==> config.mk <==
export PLATFORM = sky130hd
export DESIGN_NAME = bitmap_range_engine
export DESIGN_NICKNAME = d
export VERILOG_FILES = /design/src/rtl/bre_pkg.sv /design/src/rtl/bre_ram.sv /design/src/rtl/bre_ctrl.sv /design/src/rtl/bre_dp.sv /design/src/rtl/bitmap_range_engine.sv
export SDC_FILE = /design/constraint.sdc
export NUM_CORES = 2
export LEC_CHECK = 0
export BUFFER_PORTS_ARGS = -buffer_cell sky130_fd_sc_hd__buf_2
export CAP_MARGIN = 5
export CORE_ASPECT_RATIO = 0.8
export CORE_MARGIN = 3
export CORE_UTILIZATION = 45
export CTS_CLUSTER_DIAMETER = 50
export DETAILED_ROUTE_END_ITERATION = 10
export SLEW_MARGIN = 10
export SYNTH_ARGS = -nofsm -noshare
export SYNTH_HDL_FRONTEND = slang
export SYNTH_SLANG_ARGS = --single-unit
==> constraint.sdc <==
create_clock -name clock -period 9.6 [get_ports clock]
set_input_delay 1.92 -clock clock [delete_from_list [all_inputs] [get_ports clock]]
set_output_delay 1.92 -clock clock [all_outputs]
set_load 0.005 [all_outputs]
==> src/rtl/bre_pkg.sv <==
// Shared types and constants of the bitmap range engine.
// Depends on nothing; every other file but bre_ram imports it.
package bre_pkg;

   // Widths fixed by the request and response fields.
   localparam int FIELD_W = 13;
   localparam int TYPE_W  = 3;

   typedef logic [TYPE_W-1:0]  req_code_type;
   typedef logic [FIELD_W-1:0] field_type;

   // Request codes; the two remaining codes are treated as no operation.
   localparam req_code_type REQ_TEST      = 3'd0;
   localparam req_code_type REQ_SET_BIT   = 3'd1;
   localparam req_code_type REQ_CLR_BIT   = 3'd2;
   localparam req_code_type REQ_SET_RANGE = 3'd3;
   localparam req_code_type REQ_CLR_RANGE = 3'd4;
   localparam req_code_type REQ_COUNT     = 3'd5;

   localparam field_type BITS_RESET = 13'd4096;
   localparam field_type COUNT_MAX  = 13'h1FFF;

   typedef enum logic [2:0] {
      ST_CLEAR,
      ST_IDLE,
      ST_DIV,
      ST_REM,
      ST_READ,
      ST_WALK,
      ST_DONE
   } state_type;

   // Commands from the controller to the datapath.
   typedef struct packed {
      logic clear_en;
      logic load_en;
      logic div_en;
      logic rem_en;
      logic read_en;
      logic walk_en;
   } cmd_type;

   // Status from the datapath to the controller.
   typedef struct packed {
      logic clear_last;
      logic skip;
      logic last_word;
   } status_type;

endpackage

==> src/rtl/bre_ram.sv <==
// Generic simple dual-port RAM: one write port and one registered read port.
// Depends on nothing.
module bre_ram #(
   parameter int WIDTH = 64,
   parameter int DEPTH = 64,
   localparam int ADDR_W = (DEPTH > 1) ? $clog2(DEPTH) : 1
) (
   input  logic              clock,
   input  logic              wr_en,
   input  logic [ADDR_W-1:0] wr_addr,
   input  logic [WIDTH-1:0]  wr_data,
   input  logic              rd_en,
   input  logic [ADDR_W-1:0] rd_addr,
   output logic [WIDTH-1:0]  rd_data
);

   logic [WIDTH-1:0] mem_ff [DEPTH];
   logic [WIDTH-1:0] rd_data_ff;

   always_ff @(posedge clock) begin
      if (wr_en) begin
         mem_ff[wr_addr] <= wr_data;
      end
      if (rd_en) begin
         rd_data_ff <= mem_ff[rd_addr];
      end
   end

   assign rd_data = rd_data_ff;

endmodule

==> src/rtl/bre_ctrl.sv <==
// Sequencing state machine of the bitmap range engine.
// Depends on bre_pkg for the state, command and status types.
module bre_ctrl (
   input  logic                clock,
   input  logic                reset,
   input  logic                start,
   output logic                busy,
   output logic                rsp_strobe,
   output bre_pkg::cmd_type    cmd,
   input  bre_pkg::status_type status
);

   import bre_pkg::*;

   state_type state_ff;
   state_type state_in;

   always_ff @(posedge clock) begin
      if (reset) begin
         state_ff <= ST_CLEAR;
      end else begin
         state_ff <= state_in;
      end
   end

   always_comb begin
      state_in = state_ff;
      unique case (state_ff)
         ST_CLEAR: begin
            if (status.clear_last) begin
               state_in = ST_IDLE;
            end
         end
         ST_IDLE: begin
            if (start) begin
               state_in = ST_DIV;
            end
         end
         ST_DIV: begin
            state_in = ST_REM;
         end
         ST_REM: begin
            state_in = status.skip ? ST_DONE : ST_READ;
         end
         ST_READ: begin
            state_in = ST_WALK;
         end
         ST_WALK: begin
            if (status.last_word) begin
               state_in = ST_DONE;
            end
         end
         ST_DONE: begin
            state_in = start ? ST_DIV : ST_IDLE;
         end
         default: begin
            state_in = ST_IDLE;
         end
      endcase
   end

   always_comb begin
      cmd        = '0;
      busy       = 1'b1;
      rsp_strobe = 1'b0;
      unique case (state_ff)
         ST_CLEAR: begin
            cmd.clear_en = 1'b1;
         end
         ST_IDLE: begin
            busy        = 1'b0;
            cmd.load_en = start;
         end
         ST_DIV: begin
            cmd.div_en = 1'b1;
         end
         ST_REM: begin
            cmd.rem_en = 1'b1;
         end
         ST_READ: begin
            cmd.read_en = 1'b1;
         end
         ST_WALK: begin
            cmd.walk_en = 1'b1;
         end
         ST_DONE: begin
            busy        = 1'b0;
            rsp_strobe  = 1'b1;
            cmd.load_en = start;
         end
         default: begin
            busy = 1'b1;
         end
      endcase
   end

endmodule

==> src/rtl/bre_dp.sv <==
// Datapath of the bitmap range engine: request registers, word and offset
// split, range masks, popcount, the map RAM and the size register.
// Depends on bre_pkg and bre_ram.
module bre_dp #(
   parameter int MAP_BITS  = 4096,
   parameter int WORD_BITS = 64
) (
   input  logic                  clock,
   input  logic                  reset,
   input  bre_pkg::cmd_type      cmd,
   output bre_pkg::status_type   status,
   input  bre_pkg::req_code_type req_type,
   input  bre_pkg::field_type    req_begin_bit,
   input  bre_pkg::field_type    req_end_bit,
   input  logic                  csr_wr_en,
   input  bre_pkg::field_type    csr_wr_data,
   output logic                  rsp_old_bit,
   output bre_pkg::field_type    rsp_set_count,
   output logic                  rsp_range_error
);

   import bre_pkg::*;

   localparam int WORD_COUNT = (MAP_BITS + WORD_BITS - 1) / WORD_BITS;
   localparam int AW         = (WORD_COUNT > 1) ? $clog2(WORD_COUNT) : 1;
   localparam int OW         = $clog2(WORD_BITS);
   localparam int PW         = $clog2(WORD_BITS + 1);
   localparam int TW         = $clog2(MAP_BITS + 1);
   localparam int CW         = (TW > FIELD_W) ? TW : FIELD_W;
   localparam int LEVELS     = $clog2(WORD_BITS);
   // Reciprocal for the division by the word width; exact for 13-bit indexes.
   localparam int SH         = FIELD_W + OW + 1;
   localparam int RECIP      = ((2 ** SH) + WORD_BITS - 1) / WORD_BITS;
   localparam int RW         = $clog2(RECIP + 1);
   localparam int PRW        = FIELD_W + RW;

   req_code_type      type_ff;
   field_type         beg_ff;
   field_type         end_ff;
   field_type         e1_ff;
   field_type         bits_ff;
   field_type         qb_ff;
   field_type         qe_ff;
   logic [OW-1:0]     boff_ff;
   logic [OW-1:0]     eoff_ff;
   logic [AW-1:0]     cur_ff;
   logic [CW-1:0]     cnt_ff;
   logic              old_ff;
   logic              err_ff;
   logic              skip_ff;

   logic              is_single;
   logic              is_range;
   logic              req_single;
   logic              err_c;
   logic              skip_c;
   logic [CW-1:0]     size_c;
   logic [CW-1:0]     beg_w;
   logic [CW-1:0]     end_w;
   logic [PRW-1:0]    prod_b;
   logic [PRW-1:0]    prod_e;
   logic              at_first;
   logic              at_last;
   logic              modifies;
   logic              sets;
   logic [WORD_BITS-1:0] mask;
   logic [WORD_BITS-1:0] rd_data;
   logic [WORD_BITS-1:0] sel_bits;
   logic [WORD_BITS-1:0] new_word;
   logic [PW-1:0]     pc_tree [WORD_BITS];
   logic [PW-1:0]     pc;
   logic              wr_en;
   logic [WORD_BITS-1:0] wr_data;
   logic              rd_en;
   logic [AW-1:0]     rd_addr;

   assign req_single = (req_type == REQ_TEST) || (req_type == REQ_SET_BIT) ||
                       (req_type == REQ_CLR_BIT);
   assign is_single  = (type_ff == REQ_TEST) || (type_ff == REQ_SET_BIT) ||
                       (type_ff == REQ_CLR_BIT);
   assign is_range   = (type_ff == REQ_SET_RANGE) || (type_ff == REQ_CLR_RANGE) ||
                       (type_ff == REQ_COUNT);
   assign modifies   = (type_ff == REQ_SET_BIT) || (type_ff == REQ_CLR_BIT) ||
                       (type_ff == REQ_SET_RANGE) || (type_ff == REQ_CLR_RANGE);
   assign sets       = (type_ff == REQ_SET_BIT) || (type_ff == REQ_SET_RANGE);

   // Size in force is the register, limited to the map size.
   assign size_c = (CW'(bits_ff) > CW'(MAP_BITS)) ? CW'(MAP_BITS) : CW'(bits_ff);
   assign beg_w  = CW'(beg_ff);
   assign end_w  = CW'(end_ff);

   always_comb begin
      err_c = 1'b0;
      if (is_single) begin
         err_c = (beg_w >= size_c);
      end else if (is_range) begin
         err_c = (beg_w > end_w) || (end_w > size_c);
      end
   end

   assign skip_c = err_c || !(is_single || is_range) || (is_range && (beg_ff == end_ff));

   assign prod_b = PRW'(beg_ff) * PRW'(RECIP);
   assign prod_e = PRW'(e1_ff) * PRW'(RECIP);

   assign at_first = (cur_ff == AW'(qb_ff));
   assign at_last  = (cur_ff == AW'(qe_ff));

   // Bits of the current word that lie inside the range.
   always_comb begin
      for (int i = 0; i < WORD_BITS; i++) begin
         mask[i] = (!at_first || (OW'(i) >= boff_ff)) && (!at_last || (OW'(i) <= eoff_ff));
      end
   end

   assign sel_bits = rd_data & mask;
   assign new_word = sets ? (rd_data | mask) : (rd_data & ~mask);

   // Popcount as a balanced adder tree.
   always_comb begin
      for (int i = 0; i < WORD_BITS; i++) begin
         pc_tree[i] = PW'(sel_bits[i]);
      end
      for (int lvl = 0; lvl < LEVELS; lvl++) begin
         for (int i = 0; i < WORD_BITS; i += (2 << lvl)) begin
            if (i + (1 << lvl) < WORD_BITS) begin
               pc_tree[i] = pc_tree[i] + pc_tree[i + (1 << lvl)];
            end
         end
      end
      pc = pc_tree[0];
   end

   assign wr_en   = cmd.clear_en || (cmd.walk_en && modifies);
   assign wr_data = cmd.clear_en ? '0 : new_word;
   assign rd_en   = cmd.read_en || (cmd.walk_en && !at_last);
   assign rd_addr = cmd.read_en ? cur_ff : cur_ff + AW'(1);

   bre_ram #(
      .WIDTH (WORD_BITS),
      .DEPTH (WORD_COUNT)
   ) u_map (
      .clock   (clock),
      .wr_en   (wr_en),
      .wr_addr (cur_ff),
      .wr_data (wr_data),
      .rd_en   (rd_en),
      .rd_addr (rd_addr),
      .rd_data (rd_data)
   );

   // Control registers: word cursor (also the clearing counter) and size.
   always_ff @(posedge clock) begin
      if (reset) begin
         cur_ff  <= '0;
         bits_ff <= BITS_RESET;
      end else begin
         if (csr_wr_en) begin
            bits_ff <= csr_wr_data;
         end
         if (cmd.clear_en) begin
            cur_ff <= cur_ff + AW'(1);
         end else if (cmd.rem_en) begin
            cur_ff <= AW'(qb_ff);
         end else if (cmd.walk_en && !at_last) begin
            cur_ff <= cur_ff + AW'(1);
         end
      end
   end

   // Request and result registers.
   always_ff @(posedge clock) begin
      if (cmd.load_en) begin
         type_ff <= req_type;
         beg_ff  <= req_begin_bit;
         end_ff  <= req_end_bit;
         e1_ff   <= req_single ? req_begin_bit : req_end_bit - FIELD_W'(1);
         old_ff  <= 1'b0;
         cnt_ff  <= '0;
         err_ff  <= 1'b0;
      end
      if (cmd.div_en) begin
         qb_ff   <= FIELD_W'(prod_b >> SH);
         qe_ff   <= FIELD_W'(prod_e >> SH);
         err_ff  <= err_c;
         skip_ff <= skip_c;
      end
      if (cmd.rem_en) begin
         boff_ff <= OW'(beg_ff - FIELD_W'(qb_ff * WORD_BITS));
         eoff_ff <= OW'(e1_ff - FIELD_W'(qe_ff * WORD_BITS));
      end
      if (cmd.walk_en) begin
         if (type_ff == REQ_COUNT) begin
            cnt_ff <= cnt_ff + CW'(pc);
         end
         if (is_single) begin
            old_ff <= |sel_bits;
         end
      end
   end

   assign status.clear_last = (cur_ff == AW'(WORD_COUNT - 1));
   assign status.skip       = skip_ff;
   assign status.last_word  = at_last;

   assign rsp_old_bit     = old_ff;
   assign rsp_range_error = err_ff;
   assign rsp_set_count   = (cnt_ff > CW'(COUNT_MAX)) ? COUNT_MAX : FIELD_W'(cnt_ff);

endmodule

==> src/rtl/bitmap_range_engine.sv <==
// Top level of the bitmap range engine: joins the controller and datapath.
// Depends on bre_pkg, bre_ctrl, bre_dp (and through it bre_ram).
//
// The engine holds a map of MAP_BITS bits in a RAM of WORD_BITS-bit words
// (64 words of 64 bits by default) and serves one request at a time: test,
// set or clear one bit, set or clear a range, or count the ones in a range.
// A request beat is taken at a rising edge where start is high and busy is
// low. Each request gives exactly one response beat, shown for one cycle
// with rsp_strobe high; the receiver cannot stall it, so it must take the
// beat in that cycle. After reset the engine sweeps the RAM to zero, one word
// a cycle, and holds busy high until the sweep is done; csr writes are taken
// during the sweep as at any other time. A request then splits its indexes into
// word and bit offset in ST_DIV and ST_REM; the range walk primes the RAM read
// in ST_READ, then handles one map word a cycle in ST_WALK and writes it back
// for set and clear requests. The response follows in the next cycle, and a
// new request may be presented in that same cycle. An error, an empty range or
// an unknown code skips the read and the walk and goes from ST_REM straight to
// the response. The single RAM read and write port, one word per cycle, limits
// the speed of range requests. The size register csr_wr_data should be written
// only while the engine is idle.
module bitmap_range_engine #(
   parameter int MAP_BITS  = 4096,
   parameter int WORD_BITS = 64
) (
   input  logic                  clock,
   input  logic                  reset,
   input  logic                  start,
   output logic                  busy,
   input  bre_pkg::req_code_type req_type,
   input  bre_pkg::field_type    req_begin_bit,
   input  bre_pkg::field_type    req_end_bit,
   input  logic                  csr_wr_en,
   input  bre_pkg::field_type    csr_wr_data,
   output logic                  rsp_strobe,
   output logic                  rsp_old_bit,
   output bre_pkg::field_type    rsp_set_count,
   output logic                  rsp_range_error
);

   import bre_pkg::*;

   cmd_type    cmd;
   status_type status;

   // The controller only sequences; it sees the datapath through status.
   bre_ctrl u_ctrl (
      .clock      (clock),
      .reset      (reset),
      .start      (start),
      .busy       (busy),
      .rsp_strobe (rsp_strobe),
      .cmd        (cmd),
      .status     (status)
   );

   // The datapath holds the map, the request and the result registers.
   bre_dp #(
      .MAP_BITS  (MAP_BITS),
      .WORD_BITS (WORD_BITS)
   ) u_dp (
      .clock           (clock),
      .reset           (reset),
      .cmd             (cmd),
      .status          (status),
      .req_type        (req_type),
      .req_begin_bit   (req_begin_bit),
      .req_end_bit     (req_end_bit),
      .csr_wr_en       (csr_wr_en),
      .csr_wr_data     (csr_wr_data),
      .rsp_old_bit     (rsp_old_bit),
      .rsp_set_count   (rsp_set_count),
      .rsp_range_error (rsp_range_error)
   );

endmodule

==> impl_metrics.json <==
{
  "areaGrowthSynthToFinish_pct": 11.7,
  "drive_gt1_share_pct": 19.3,
  "post-route-period-util_pct": 94.9,
  "syn_avg_cell_area_sq_um": 17.0,
  "synthTopCellsByCount": "edfxtp_1, mux2i_1, mux4_2",
  "grt_pass1_vias": 123858,
  "ir_worst_vdd_mv": 0.170,
  "die_w_microns": 770,
  "critPathMaxStageDelay_ns": 0.57,
  "synth_top_area_share_pct": 60.4,
  "place_congestion": 0.882,
  "power_frac_clock_pct": 40.7,
  "cts_buffers": 468,
  "whs_path_depth": 0,
  "synth.ff_latch_count": 4263,
  "io-pin-count": 63,
  "antenna_found_initial": 34,
  "yosysWarnings": 0,
  "hp-class": "flip-flop to flip-flop",
  "grt_overflow_total": 0,
  "detail_route.iter0.violations": 14778,
  "drt_first_pass_iters": 6,
  "synth-edff-count": 4227,
  "p_int_mw": 33.2,
  "cts_tree": "built",
  "die_area_sq_um": 475000,
  "cts_htree_levels": 5,
  "synthArstFlopShare_pct": 0,
  "cts.clk_slew.worst_paths_ns": 0.07,
  "layout.area.seq_sq_um": 128000,
  "multiInputGateArea_sq_um": 78500,
  "track_usage_pct": 28.4,
  "num_rows": 223,
  "portBuffers": 62,
  "r2r_cells": 31,
  "p_per_area_nw_per_um2": 189,
  "synth_area_leaders": "edfxtp_1, mux2i_1, mux4_2",
  "chipHeight_microns": 617,
  "cts_setup_buffers": 0,
  "root_buffer": "clkbuf_16",
  "core-area_sq_um": 463000,
  "leakagePower_nw": 76.3,
  "fmax_mhz": 110,
  "slew_viol_final": 0,
  "clock_latency_ns": 1.08,
  "finalCriticalPeriod_ns": 9.11,
  "grt_pass1_wl_microns": 961000,
  "cts_hold_buf": 0,
  "cts_resized": 0,
  "syn_area_sq_um": 210000,
  "nNetsFinal": 12668,
  "num_vias": 124024,
  "nFillCells": 37747,
  "ys_seq_area_share_pct": 60.7,
  "required_ns": 10.56,
  "worstMarginPinSlew_ns": 1.36,
  "p_total_mw": 44.3,
  "critical-path-slowest-cell": "fa_1",
  "drcViolationCount": 0,
  "setup_viol_count_final": 0,
  "initial_core_util_pct": 45.4,
  "via_per_inst": 6.51,
  "end_kind": "flip-flop",
  "rsz0062_at_grt": "no",
  "synth_cell_types": 79,
  "maxCapViolations": 0,
  "dp_hpwl_microns": 392000,
  "critical_path_class": "flip-flop to flip-flop",
  "cpMostUsedCell": "fa_1",
  "setup_tns_ns": 0,
  "grt_max_degree": 118,
  "swShare_pct": 25.0,
  "crit_fanout": 9,
  "start_kind": "flip-flop",
  "routed_wl_microns": 691000,
  "post-synth-top-area-cell": "edfxtp_1",
  "synth.most_common_cell": "edfxtp_1",
  "power_switching_mw": 11.1,
  "skew_ns": 0.0810,
  "wl_per_cell_microns": 36.3,
  "hold_viol": 0,
  "synth_flop_cell": "edfxtp_1",
  "synthesis.nets": 12584,
  "power_frac_comb_pct": 13.3,
  "syn_inst": 12354,
  "max_slew_margin_pct": 9.07,
  "outcome": "completed",
  "clockBufferDepth": 4,
  "postRouteAntennaNets": 0,
  "seq_power_share_pct": 46.0,
  "worstPathArrival_ns": 10.07,
  "cts_sinks": 4263
}
## worst max-delay path: cells and delay by family, from the launching register on
kind	cells	cell delay, ns
DFF	1	0.39
xor gates and xnor gates	1	0.16
and+or+nand+nor	6	1.64
adders and majority gates	11	4.83
muxes	1	0.19
buffers and inverters	8	0.58
AOI/OAI and AO/OA	4	1.24
## per-layer routing
layer / wire length [microns] / vias to the layer above / track usage, %
met5: 57 / - / 0
met4: 20300 / 8 / 7.67
met3: 59500 / 1020 / 5.13
met2: 314000 / 5611 / 44.0
met1: 297000 / 66834 / 41.5
li1: - / 50551 / -
## layout by cell type, fill, tap and decap left out, types with 16 or more instances in the layout
cell,synthesis,layout
nand3_1,27,27
edfxtp_1,4227,4227
nand2_1,156,155
clkbuf_1,244,102
and2_1,31,30
clkinv_2,0,83
dfxtp_1,36,34
nor2_1,279,160
ha_1,123,122
inv_6,0,19
fa_1,61,61
inv_1,193,192
buf_2,580,62
xor2_1,16,16
o22a_1,63,63
clkinv_1,0,90
mux2i_1,4172,4169
clkinvlp_4,0,25
o21ai_0,48,48
a21o_1,16,16
o22ai_1,399,399
nor3_1,89,82
bufinv_16,0,44
a21oi_1,88,83
clkbuf_16,0,471
buf_12,0,72
buf_4,59,388
o221ai_1,128,128
or2_2,16,16
a211oi_2,58,57
nand4_1,18,18
nor2_4,0,118
mux4_2,1023,1023
xnor2_1,18,18
## power by group through the flow
stage | Sequential [mW] | Combinational (mW) | Clock [mW]
after floorplan | 20.8 | 4.36 | 0
after global placement | 20.8 | 5.76 | 0
after detailed placement | 20.8 | 5.85 | 0
after CTS | 20.4 | 5.87 | 18.3
after global routing | 20.4 | 6.18 | 19.1
final | 20.4 | 5.91 | 18.0
## layout make-up
class | instances | area share [%]
diodes | 10 | 0.0107
well taps | 6187 | 3.30
clock inverters | 301 | 1.33
repair buffers | 526 | 2.03
clock buffers | 577 | 5.21
multi-input cells | 6983 | 33.4
inverters | 196 | 0.313
flip-flops and latches | 4263 | 54.4
## registers in the layout, indices dropped and copies added (netlist names), 3 cells and up
name / count
u_ctrl.state_ff: 3
u_dp.beg_ff: 13
u_dp.bits_ff: 13
u_dp.boff_ff: 6
u_dp.cnt_ff: 13
u_dp.cur_ff: 6
u_dp.e1_ff: 12
u_dp.end_ff: 13
u_dp.eoff_ff: 6
u_dp.qb_ff: 6
u_dp.qe_ff: 6
u_dp.type_ff: 3
u_dp.u_map.mem_ff: 4096
u_dp.u_map.rd_data: 64
## cells by family (layout without fill, tap and decap cells)
group,after synthesis,in the layout,share of synthesized area [%]
other,0,10,0
AOI/OAI and AO/OA,876,876,3.01
buffers and inverters,1108,1600,2.46
and+or+nand+nor,692,692,1.50
muxes,5197,5197,30.8
xor gates and xnor gates,34,34,0.142
DFF,4263,4263,60.7
adders and majority gates,184,184,1.31
## per-stage QoR
stage / setup WS (ns) / util (%) / hold WS, ns / cells / instance area (sq um)
6_report: 0.492 / 50.7 / 0.436 / 19043 / 235000
3_5_place_dp: 0.561 / 47.3 / 0.407 / 18135 / 219000
5_1_grt: 0.00597 / 50.7 / 0.458 / 19034 / 235000
4_1_cts: 0.489 / 50.6 / 0.435 / 19013 / 234000
2_1_floorplan: 1.63 / - / 0.400 / 12354 / 210000
3_3_place_gp: 0.395 / 47.3 / 0.454 / 18132 / 219000
## worst paths after layout
kind	to	startpoint	slack (ns)
min	u_dp.qe_ff[1]$_DFFE_PP_	u_dp.e1_ff[7]$_DFFE_PP_	0.44
min reg2reg	u_dp.qe_ff[1]$_DFFE_PP_	u_dp.e1_ff[7]$_DFFE_PP_	0.44
max	u_dp.cnt_ff[11]$_DFF_P_	u_dp.qe_ff[3]$_DFFE_PP_	0.49
max reg2reg	u_dp.cnt_ff[11]$_DFF_P_	u_dp.qe_ff[3]$_DFFE_PP_	0.49
Power figures use the tool's default switching activity.
